===== src/design/sfr_pkg.sv =====
// Shared types and constants for the stream find-and-replace block.
`timescale 1ns / 1ps

package sfr_pkg;

    // Width of the length registers and of the replacement byte index.
    localparam int LEN_W = 4;
    // Configuration address width: four registers at 8-byte spacing.
    localparam int ADDR_W = 5;
    // Upper bound on the replacement length.
    localparam logic [LEN_W-1:0] REPLACE_MAX = 4'd8;

    // Register indexes, taken from paddr[4:3].
    localparam logic [1:0] REG_SEARCH_PATTERN     = 2'd0;
    localparam logic [1:0] REG_SEARCH_LENGTH      = 2'd1;
    localparam logic [1:0] REG_REPLACEMENT_TEXT   = 2'd2;
    localparam logic [1:0] REG_REPLACEMENT_LENGTH = 2'd3;

    typedef struct packed {
        logic [7:0] in_byte;
        logic       end_of_text;
    } t_in_item;

    typedef struct packed {
        logic [7:0] out_byte;
        logic       run_last;
        logic       text_done;
    } t_out_item;

    typedef struct packed {
        logic [63:0]      search_pattern;
        logic [LEN_W-1:0] search_length;
        logic [63:0]      replacement_text;
        logic [LEN_W-1:0] replacement_length;
    } t_cfg;

    // Commands from the controller to the datapath.
    typedef struct packed {
        logic load;        // append the input byte to the window
        logic emit_win;    // release the first window byte and shift
        logic emit_repl;   // emit the next replacement byte
        logic clr_count;   // full match: empty the window
        logic flush_pend;  // push the pending byte out as the run's last
    } t_dp_cmd;

    // Status from the datapath to the controller.
    typedef struct packed {
        logic match_ok;    // window is a prefix of the pattern
        logic full_match;  // window length equals the pattern length
        logic count_zero;
        logic repl_done;
        logic last;
        logic pend_valid;
        logic emit_ready;  // an emit can be taken this cycle
        logic out_free;    // output register can load this cycle
    } t_dp_stat;

    typedef enum logic [2:0] {
        ST_IDLE,
        ST_SCAN,
        ST_REPL,
        ST_FLUSH,
        ST_DONE
    } t_state;

endpackage


===== src/design/sfr_datapath.sv =====
// Datapath: match window, replacement index, pending byte and output register.
`timescale 1ns / 1ps

module sfr_datapath import sfr_pkg::*; #(
    parameter int PATTERN_MAX = 8
) (
    input  logic      i_clk,
    input  logic      i_rst_n,
    input  t_dp_cmd   i_cmd,
    output t_dp_stat  o_stat,
    input  t_in_item  i_in_data,
    input  t_cfg      i_cfg,
    input  logic      i_out_stall,
    output logic      o_out_valid,
    output t_out_item o_out_data
);

    localparam int NW = $clog2(PATTERN_MAX + 1);
    localparam int IW = (PATTERN_MAX > 1) ? $clog2(PATTERN_MAX) : 1;

    logic [7:0]       r_win [PATTERN_MAX];
    logic [NW-1:0]    r_count, n_count;
    logic [LEN_W-1:0] r_idx, n_idx;
    logic             r_last;
    logic             r_pend_valid, n_pend_valid;
    logic [7:0]       r_pend_byte, n_pend_byte;
    logic             r_out_valid, n_out_valid;
    t_out_item        r_out, n_out;

    logic [LEN_W-1:0] plen;
    logic [LEN_W-1:0] rlen;
    logic [LEN_W-1:0] count_ext;
    logic [PATTERN_MAX-1:0] byte_ok;
    logic [7:0]       repl_byte;
    logic [7:0]       emit_byte;
    logic             do_emit;
    logic             out_free;

    // Active lengths: a zero search length acts as one, both saturate.
    always_comb begin
        if (i_cfg.search_length == '0) begin
            plen = LEN_W'(1);
        end else if (i_cfg.search_length > LEN_W'(PATTERN_MAX)) begin
            plen = LEN_W'(PATTERN_MAX);
        end else begin
            plen = i_cfg.search_length;
        end
        if (i_cfg.replacement_length > REPLACE_MAX) begin
            rlen = REPLACE_MAX;
        end else begin
            rlen = i_cfg.replacement_length;
        end
    end

    assign count_ext = LEN_W'(r_count);

    // Entries at or above the count are not part of the window.
    always_comb begin
        for (int i = 0; i < PATTERN_MAX; i++) begin
            byte_ok[i] = (i >= int'(r_count)) ||
                         (r_win[i] == i_cfg.search_pattern[8*i +: 8]);
        end
    end

    assign repl_byte = i_cfg.replacement_text[{r_idx[2:0], 3'b000} +: 8];
    assign emit_byte = i_cmd.emit_win ? r_win[0] : repl_byte;
    assign do_emit   = i_cmd.emit_win || i_cmd.emit_repl;
    assign out_free  = !r_out_valid || !i_out_stall;

    always_comb begin
        o_stat.match_ok   = (count_ext <= plen) && (&byte_ok);
        o_stat.full_match = (count_ext == plen);
        o_stat.count_zero = (r_count == '0);
        o_stat.repl_done  = (r_idx == rlen);
        o_stat.last       = r_last;
        o_stat.pend_valid = r_pend_valid;
        o_stat.emit_ready = !r_pend_valid || out_free;
        o_stat.out_free   = out_free;
    end

    always_comb begin
        n_count      = r_count;
        n_idx        = r_idx;
        n_pend_valid = r_pend_valid;
        n_pend_byte  = r_pend_byte;
        n_out_valid  = r_out_valid && i_out_stall;
        n_out        = r_out;

        if (i_cmd.load) begin
            n_count = r_count + NW'(1);
            n_idx   = '0;
        end
        if (i_cmd.emit_win) begin
            n_count = r_count - NW'(1);
        end
        if (i_cmd.clr_count) begin
            n_count = '0;
        end
        if (i_cmd.emit_repl) begin
            n_idx = r_idx + LEN_W'(1);
        end

        // Each emitted byte waits in the pending slot until it is known
        // whether another byte of the same run follows it.
        if (do_emit) begin
            if (r_pend_valid) begin
                n_out_valid        = 1'b1;
                n_out.out_byte     = r_pend_byte;
                n_out.run_last     = 1'b0;
                n_out.text_done    = 1'b0;
            end
            n_pend_valid = 1'b1;
            n_pend_byte  = emit_byte;
        end
        if (i_cmd.flush_pend) begin
            n_out_valid     = 1'b1;
            n_out.out_byte  = r_pend_byte;
            n_out.run_last  = 1'b1;
            n_out.text_done = r_last;
            n_pend_valid    = 1'b0;
        end
    end

    always_ff @(posedge i_clk) begin
        if (!i_rst_n) begin
            r_count      <= '0;
            r_pend_valid <= 1'b0;
            r_out_valid  <= 1'b0;
        end else begin
            r_count      <= n_count;
            r_pend_valid <= n_pend_valid;
            r_out_valid  <= n_out_valid;
        end
    end

    always_ff @(posedge i_clk) begin
        r_idx       <= n_idx;
        r_pend_byte <= n_pend_byte;
        r_out       <= n_out;
        if (i_cmd.load) begin
            r_last                    <= i_in_data.end_of_text;
            r_win[r_count[IW-1:0]]    <= i_in_data.in_byte;
        end
        if (i_cmd.emit_win) begin
            for (int i = 0; i < PATTERN_MAX - 1; i++) begin
                r_win[i] <= r_win[i+1];
            end
        end
    end

    assign o_out_valid = r_out_valid;
    assign o_out_data  = r_out;

endmodule


===== src/design/sfr_ctrl.sv =====
// Controller state machine that sequences one input transfer at a time.
`timescale 1ns / 1ps

module sfr_ctrl import sfr_pkg::*; (
    input  logic     i_clk,
    input  logic     i_rst_n,
    input  logic     i_in_valid,
    output logic     o_in_stall,
    input  t_dp_stat i_stat,
    output t_dp_cmd  o_cmd
);

    t_state r_state, n_state;

    always_ff @(posedge i_clk) begin
        if (!i_rst_n) begin
            r_state <= ST_IDLE;
        end else begin
            r_state <= n_state;
        end
    end

    always_comb begin
        n_state    = r_state;
        o_cmd      = '0;
        o_in_stall = 1'b1;
        case (r_state)
            ST_IDLE: begin
                o_in_stall = 1'b0;
                if (i_in_valid) begin
                    o_cmd.load = 1'b1;
                    n_state    = ST_SCAN;
                end
            end
            ST_SCAN: begin
                // Release leading bytes until the window is a pattern prefix.
                if (!i_stat.match_ok) begin
                    o_cmd.emit_win = i_stat.emit_ready;
                end else if (i_stat.full_match) begin
                    o_cmd.clr_count = 1'b1;
                    n_state         = ST_REPL;
                end else begin
                    n_state = ST_FLUSH;
                end
            end
            ST_REPL: begin
                if (!i_stat.repl_done) begin
                    o_cmd.emit_repl = i_stat.emit_ready;
                end else begin
                    n_state = ST_FLUSH;
                end
            end
            ST_FLUSH: begin
                if (i_stat.last && !i_stat.count_zero) begin
                    o_cmd.emit_win = i_stat.emit_ready;
                end else begin
                    n_state = ST_DONE;
                end
            end
            ST_DONE: begin
                if (!i_stat.pend_valid) begin
                    n_state = ST_IDLE;
                end else if (i_stat.out_free) begin
                    o_cmd.flush_pend = 1'b1;
                    n_state          = ST_IDLE;
                end
            end
            default: begin
                n_state = ST_IDLE;
            end
        endcase
    end

endmodule


===== src/design/stream_find_replace.sv =====
// Top level of the stream find-and-replace block with its register port.
`timescale 1ns / 1ps

// Streaming find-and-replace-all over a byte stream. Each input transfer
// carries one byte; every leftmost, non-overlapping occurrence of the search
// pattern (1 to PATTERN_MAX bytes, first byte in bits 7..0) is replaced by the
// replacement text (0 to 8 bytes), and all other bytes pass through in order.
// end_of_text flushes the held bytes; run_last marks the last output byte of
// each input, text_done the last output byte of an end_of_text input. Inputs
// that produce nothing give no output. Items are handled one at a time by a
// controller that emits one byte per cycle while the output is not stalled.
// Registers: search_pattern at 0x00, search_length at 0x08, replacement_text at
// 0x10, replacement_length at 0x18; the user must write them only while the
// block is idle, which the block itself does not enforce.
module stream_find_replace import sfr_pkg::*; #(
    parameter int PATTERN_MAX = 8
) (
    input  logic              i_clk,
    input  logic              i_rst_n,
    input  logic              i_in_valid,
    output logic              o_in_stall,
    input  t_in_item          i_in_data,
    output logic              o_out_valid,
    input  logic              i_out_stall,
    output t_out_item         o_out_data,
    input  logic              psel,
    input  logic              penable,
    input  logic              pwrite,
    input  logic [ADDR_W-1:0] paddr,
    input  logic [63:0]       pwdata,
    output logic [63:0]       prdata,
    output logic              pready
);

    t_cfg     r_cfg;
    t_dp_cmd  cmd;
    t_dp_stat stat;
    logic     cfg_write;
    logic [1:0] reg_index;

    assign pready    = 1'b1;
    assign cfg_write = psel && penable && pwrite;
    assign reg_index = paddr[4:3];

    always_ff @(posedge i_clk) begin
        if (!i_rst_n) begin
            r_cfg.search_pattern     <= '0;
            r_cfg.search_length      <= LEN_W'(1);
            r_cfg.replacement_text   <= '0;
            r_cfg.replacement_length <= '0;
        end else if (cfg_write) begin
            case (reg_index)
                REG_SEARCH_PATTERN:     r_cfg.search_pattern     <= pwdata;
                REG_SEARCH_LENGTH:      r_cfg.search_length      <= pwdata[LEN_W-1:0];
                REG_REPLACEMENT_TEXT:   r_cfg.replacement_text   <= pwdata;
                REG_REPLACEMENT_LENGTH: r_cfg.replacement_length <= pwdata[LEN_W-1:0];
                default: begin
                end
            endcase
        end
    end

    always_comb begin
        case (reg_index)
            REG_SEARCH_PATTERN:     prdata = r_cfg.search_pattern;
            REG_SEARCH_LENGTH:      prdata = 64'(r_cfg.search_length);
            REG_REPLACEMENT_TEXT:   prdata = r_cfg.replacement_text;
            REG_REPLACEMENT_LENGTH: prdata = 64'(r_cfg.replacement_length);
            default:                prdata = '0;
        endcase
    end

    sfr_ctrl u_ctrl (
        .i_clk      (i_clk),
        .i_rst_n    (i_rst_n),
        .i_in_valid (i_in_valid),
        .o_in_stall (o_in_stall),
        .i_stat     (stat),
        .o_cmd      (cmd)
    );

    sfr_datapath #(
        .PATTERN_MAX (PATTERN_MAX)
    ) u_datapath (
        .i_clk       (i_clk),
        .i_rst_n     (i_rst_n),
        .i_cmd       (cmd),
        .o_stat      (stat),
        .i_in_data   (i_in_data),
        .i_cfg       (r_cfg),
        .i_out_stall (i_out_stall),
        .o_out_valid (o_out_valid),
        .o_out_data  (o_out_data)
    );

endmodule


===== config.mk =====
export PLATFORM = sky130hd
export DESIGN_NAME = stream_find_replace
export DESIGN_NICKNAME = d
export VERILOG_FILES = /design/src/design/sfr_pkg.sv /design/src/design/sfr_datapath.sv /design/src/design/sfr_ctrl.sv /design/src/design/stream_find_replace.sv
export SDC_FILE = /design/constraint.sdc
export NUM_CORES = 1
export LEC_CHECK = 0
export ABC_CLOCK_PERIOD_IN_PS = 5600
export BUFFER_PORTS_ARGS = -buffer_cell sky130_fd_sc_hd__buf_2
export CAP_MARGIN = 40
export CORE_MARGIN = 2
export CORE_UTILIZATION = 35
export CTS_CLUSTER_DIAMETER = 50
export DETAILED_ROUTE_END_ITERATION = 7
export GPL_TIMING_DRIVEN = 0
export PLACE_DENSITY_LB_ADDON = 0.12
export SYNTH_ARGS = -nofsm -noshare
export SYNTH_HDL_FRONTEND = slang
export SYNTH_SLANG_ARGS = --single-unit

===== constraint.sdc =====
create_clock -name i_clk -period 5.6 [get_ports i_clk]
set_input_delay 1.4 -clock i_clk [delete_from_list [all_inputs] [get_ports i_clk]]
set_output_delay 1.4 -clock i_clk [all_outputs]
set_load 0.01 [all_outputs]

==> metrics.md <==
| Metric | Value |
|---|---|
| Status | finished, final reports clean |
| Vias | 9385 |
| Largest net degree at the start of global routing | 15 |
| CP cell instances | clkbuf_1 -> clkbuf_1 -> clkbuf_1 -> mux2i_1 -> nor2_1 -> buf_2 |
| Fin. Hold Viols | 0 |
| Startpoint class of the critical path | input port |
| Syn Inst Count | between 1000 and 1500 |
| Ports | between 150 and 200 |
| Synthesized area per cell | approximately 9.7 um2 |
| Hold Crit Class | flop to flop |
| Top area cells in the synthesized netlist | dfxtp_1 25%, edfxtp_1 23%, nand2_1 9.6% |
| Register area share after synthesis | 0.480 |
| Post-synth top area share | 0.255 |
| Synth async-reset ratio | 0 |
| First-pass GRT wire length | a little under 60000 um |
| Setup-failing EPs final | 0 |
| Max Slew Vio Count | 0 |
| Rel. slew slack | 0.403 |
| DRT Wirelength | around 41000 um |
| Initial core utilization | 0.354 |
| Die Ht | 185 um |
| GRT overflow | 0 |
| Delay-heaviest family, CP | buffers and inverters |
| Clock Latency Late Sink | ~0.56 ns |
| Worst VDD drop | between 0.0003 and 0.0004 V |
| Worst EP arrival | 3.58 ns |
| Post-route ant nets | 0 |
| CTS resizes | 0 |
| Chip width | around 180 um |
| Ys Warns | 0 |
| Number of flops mapped to enable cells by yosys | 86 |
| Mapped Nets | about 1300 |
| Area leader, netlist | dfxtp_1 |
| Fmax | 201 MHz |
| Critical path's largest stage delay | a little over 0.7 ns |
| Final GP Congestion | around 0.87 |
| Slowest-stage cell, CP | clkbuf_1 |
| CP dominant cell by count | clkbuf_1 |
| Worst Path Max Fanout | 10 |
| Max Cap Viol | 0 |
| CTS root buf | clkbuf_16 |
| Worst slew pin tran | around 0.9 ns |
| Fin crit period | approximately 5 ns |
| Dpl cells | about 1800 |
| Register area | ~5500 um2 |
| All-Layer GR Usage | 0.240 |
| Filler cells | ~3300 |
| Input/output buffers | roughly 160 |
| Number of placement rows | 66 |
| Initial antenna violation count | 0 |
| WL/cell | around 22 um |
| CTS tree | done |
| Layout Nets | around 1500 |
| Placeable Area | ~32000 um2 |
| Yosys cell types | ~50 |
| WP data required | around 4.2 ns |
| Synth-to-Final Area Change | 20.4% |
| Share of layout cells above drive strength 1 | 0.179 |
| Most used DFF post-synth | dfxtp_1 |
| Post-Syn Area | approximately 11000 um2 |
| Detailed placement HPWL | around 32000 um |
| Top cells by count, synth | 292 x nand2_1, 146 x dfxtp_1, 137 x a21boi_0 |
| Post-CTS setup repair buffer count | 0 |
| WP buf/inv | 4 |
| Multi-input gate area | 5550 um2 |
| DRC | 0 |
| Vias in the first global route | a little over 9000 |
| Total Neg Setup Slack | 0 ns |
| TritonRoute pass-1 iters | 5 |
| Clock skew | 0.0235 ns |
| H-tree Lvls | 1 |
| Count leader, synth | nand2_1 |
| Avg Vias per Cell | between 5 and 6 |
| R2r startpoint | u_datapath.r_win[5][7] |
| Critical path class | input port to primary output |
| Diode count | 0 |
| Pwr/cell area | 431 nW/um2 |
| Fin crit share | 0.889 |
| Critical Path Start | paddr[4] |
| Hold_sp | u_datapath.o_out_data[1] |
| Clock Sinks | roughly 230 |
| CTS Hold Bufs | 0 |
| RSZ-0062 raised after global routing | false |
| Clock slew at reported path FFs | about 0.060 ns |
| Synthesized flop and latch total | around 230 |
| Critical Path Sink Type | primary output |
| Non-filler instance count after layout | 1840 |
| Max Root-Sink Buffers | 3 |
| P_leak | between 5 and 6 nW |
| Total CTS buffers | 29 |
| Initial DRC count | approximately 670 |
| Die area | roughly 34000 um2 |
[path summary, 6_finish.rpt]
| check | cells past startpoint | slack, ns | to |
|---|---|---|---|
| max | 6 | 0.62 | prdata[63] |
| max reg2reg | 9 | 2.09 | u_datapath.r_win[3][5] |
| min | 2 | 0.46 | u_datapath.o_out_data[1] |
| min reg2reg | 2 | 0.46 | u_datapath.o_out_data[1] |
[power breakdown]
| group | internal (mW) | leakage, nW | switching (mW) |
|---|---|---|---|
| sequential | 2.26 | 2.00 | 0.248 |
| clock | 1.10 | 0.453 | 0.765 |
| combinational | 0.618 | 3.29 | 0.958 |
| total | 3.98 | 5.74 | 1.97 |
[flip-flops by register name, summed over array words and instances, names as in the netlist, 3 cells and up]
signal	cells
r_cfg	136
u_datapath.r_win	64
u_datapath.o_out_data	10
u_datapath.r_pend_byte	8
u_datapath.count_ext	4
u_datapath.r_idx	4
u_ctrl.r_state	3
[logic make-up (layout without fill, tap and decap cells)]
logic type      count (synthesis)  count (layout)  synth area share
buf+inv                        98             312            0.0362
fa+ha+maj                       9               9           0.00982
compound gates                242             242             0.156
other cells                     1               1          0.000327
xor+xnor                       69              69            0.0527
mux                           100             100             0.109
flops                         232             232             0.480
simple gates                  433             433             0.156
[per-stage QoR]
stage / setup slack (ns) / cell area, um2 / utilization / hold slack [ns] / power [mW]
after global routing: 0.466 / 13800 / 0.426 / 0.508 / 6.24
after floorplan: 1.46 / 11500 / - / 0.450 / 3.54
final: 0.620 / 13800 / 0.426 / 0.461 / 5.95
after global placement: 0.631 / 12800 / 0.395 / 0.451 / 4.09
after CTS: 0.644 / 13800 / 0.426 / 0.462 / 5.98
after detailed placement: 0.632 / 12900 / 0.397 / 0.453 / 4.11
[worst min-delay path, stage by stage (launching register included)]
cell      delay (ns)
dfxtp_1         0.30
inv_1           0.05
a21boi_0        0.06
[layout make-up]
cell class,count,share of cell area
Timing Repair Buffer,161,0.0606
Clock buffer,32,0.0541
Inverter,12,0.00326
Sequential cell,232,0.399
Multi-Input combinational cell,854,0.402
Tap cell,442,0.0401
Buffer,86,0.0268
Clock inverter,21,0.0144
[cells in the final DEF (no fill, tap or decap), types with 4 or more instances in the layout]
cell,n
clkbuf_1,72
nor2b_1,14
clkinv_1,4
inv_1,12
nor2_1,79
clkinvlp_4,5
clkbuf_16,29
a21o_1,56
buf_6,6
mux2i_1,79
o21bai_1,7
nand4_1,4
edfxtp_1,86
clkinv_2,6
o21ai_0,15
buf_2,166
xor2_1,66
nand3_1,6
a21oi_1,8
ha_1,9
dfxtp_1,146
mux4_2,20
buf_4,4
nand2_1,292
a21boi_0,137
nor4_1,18
[per-layer routing]
metal	track usage	vias to the layer above	share of wire
met4	0.0638	0	0.025
met1	0.327	4555	0.45
met3	0.0265	55	0.052
li1	-	4463	-
met5	0	-	0
met2	0.404	312	0.47
Power figures use the tool's default switching activity.
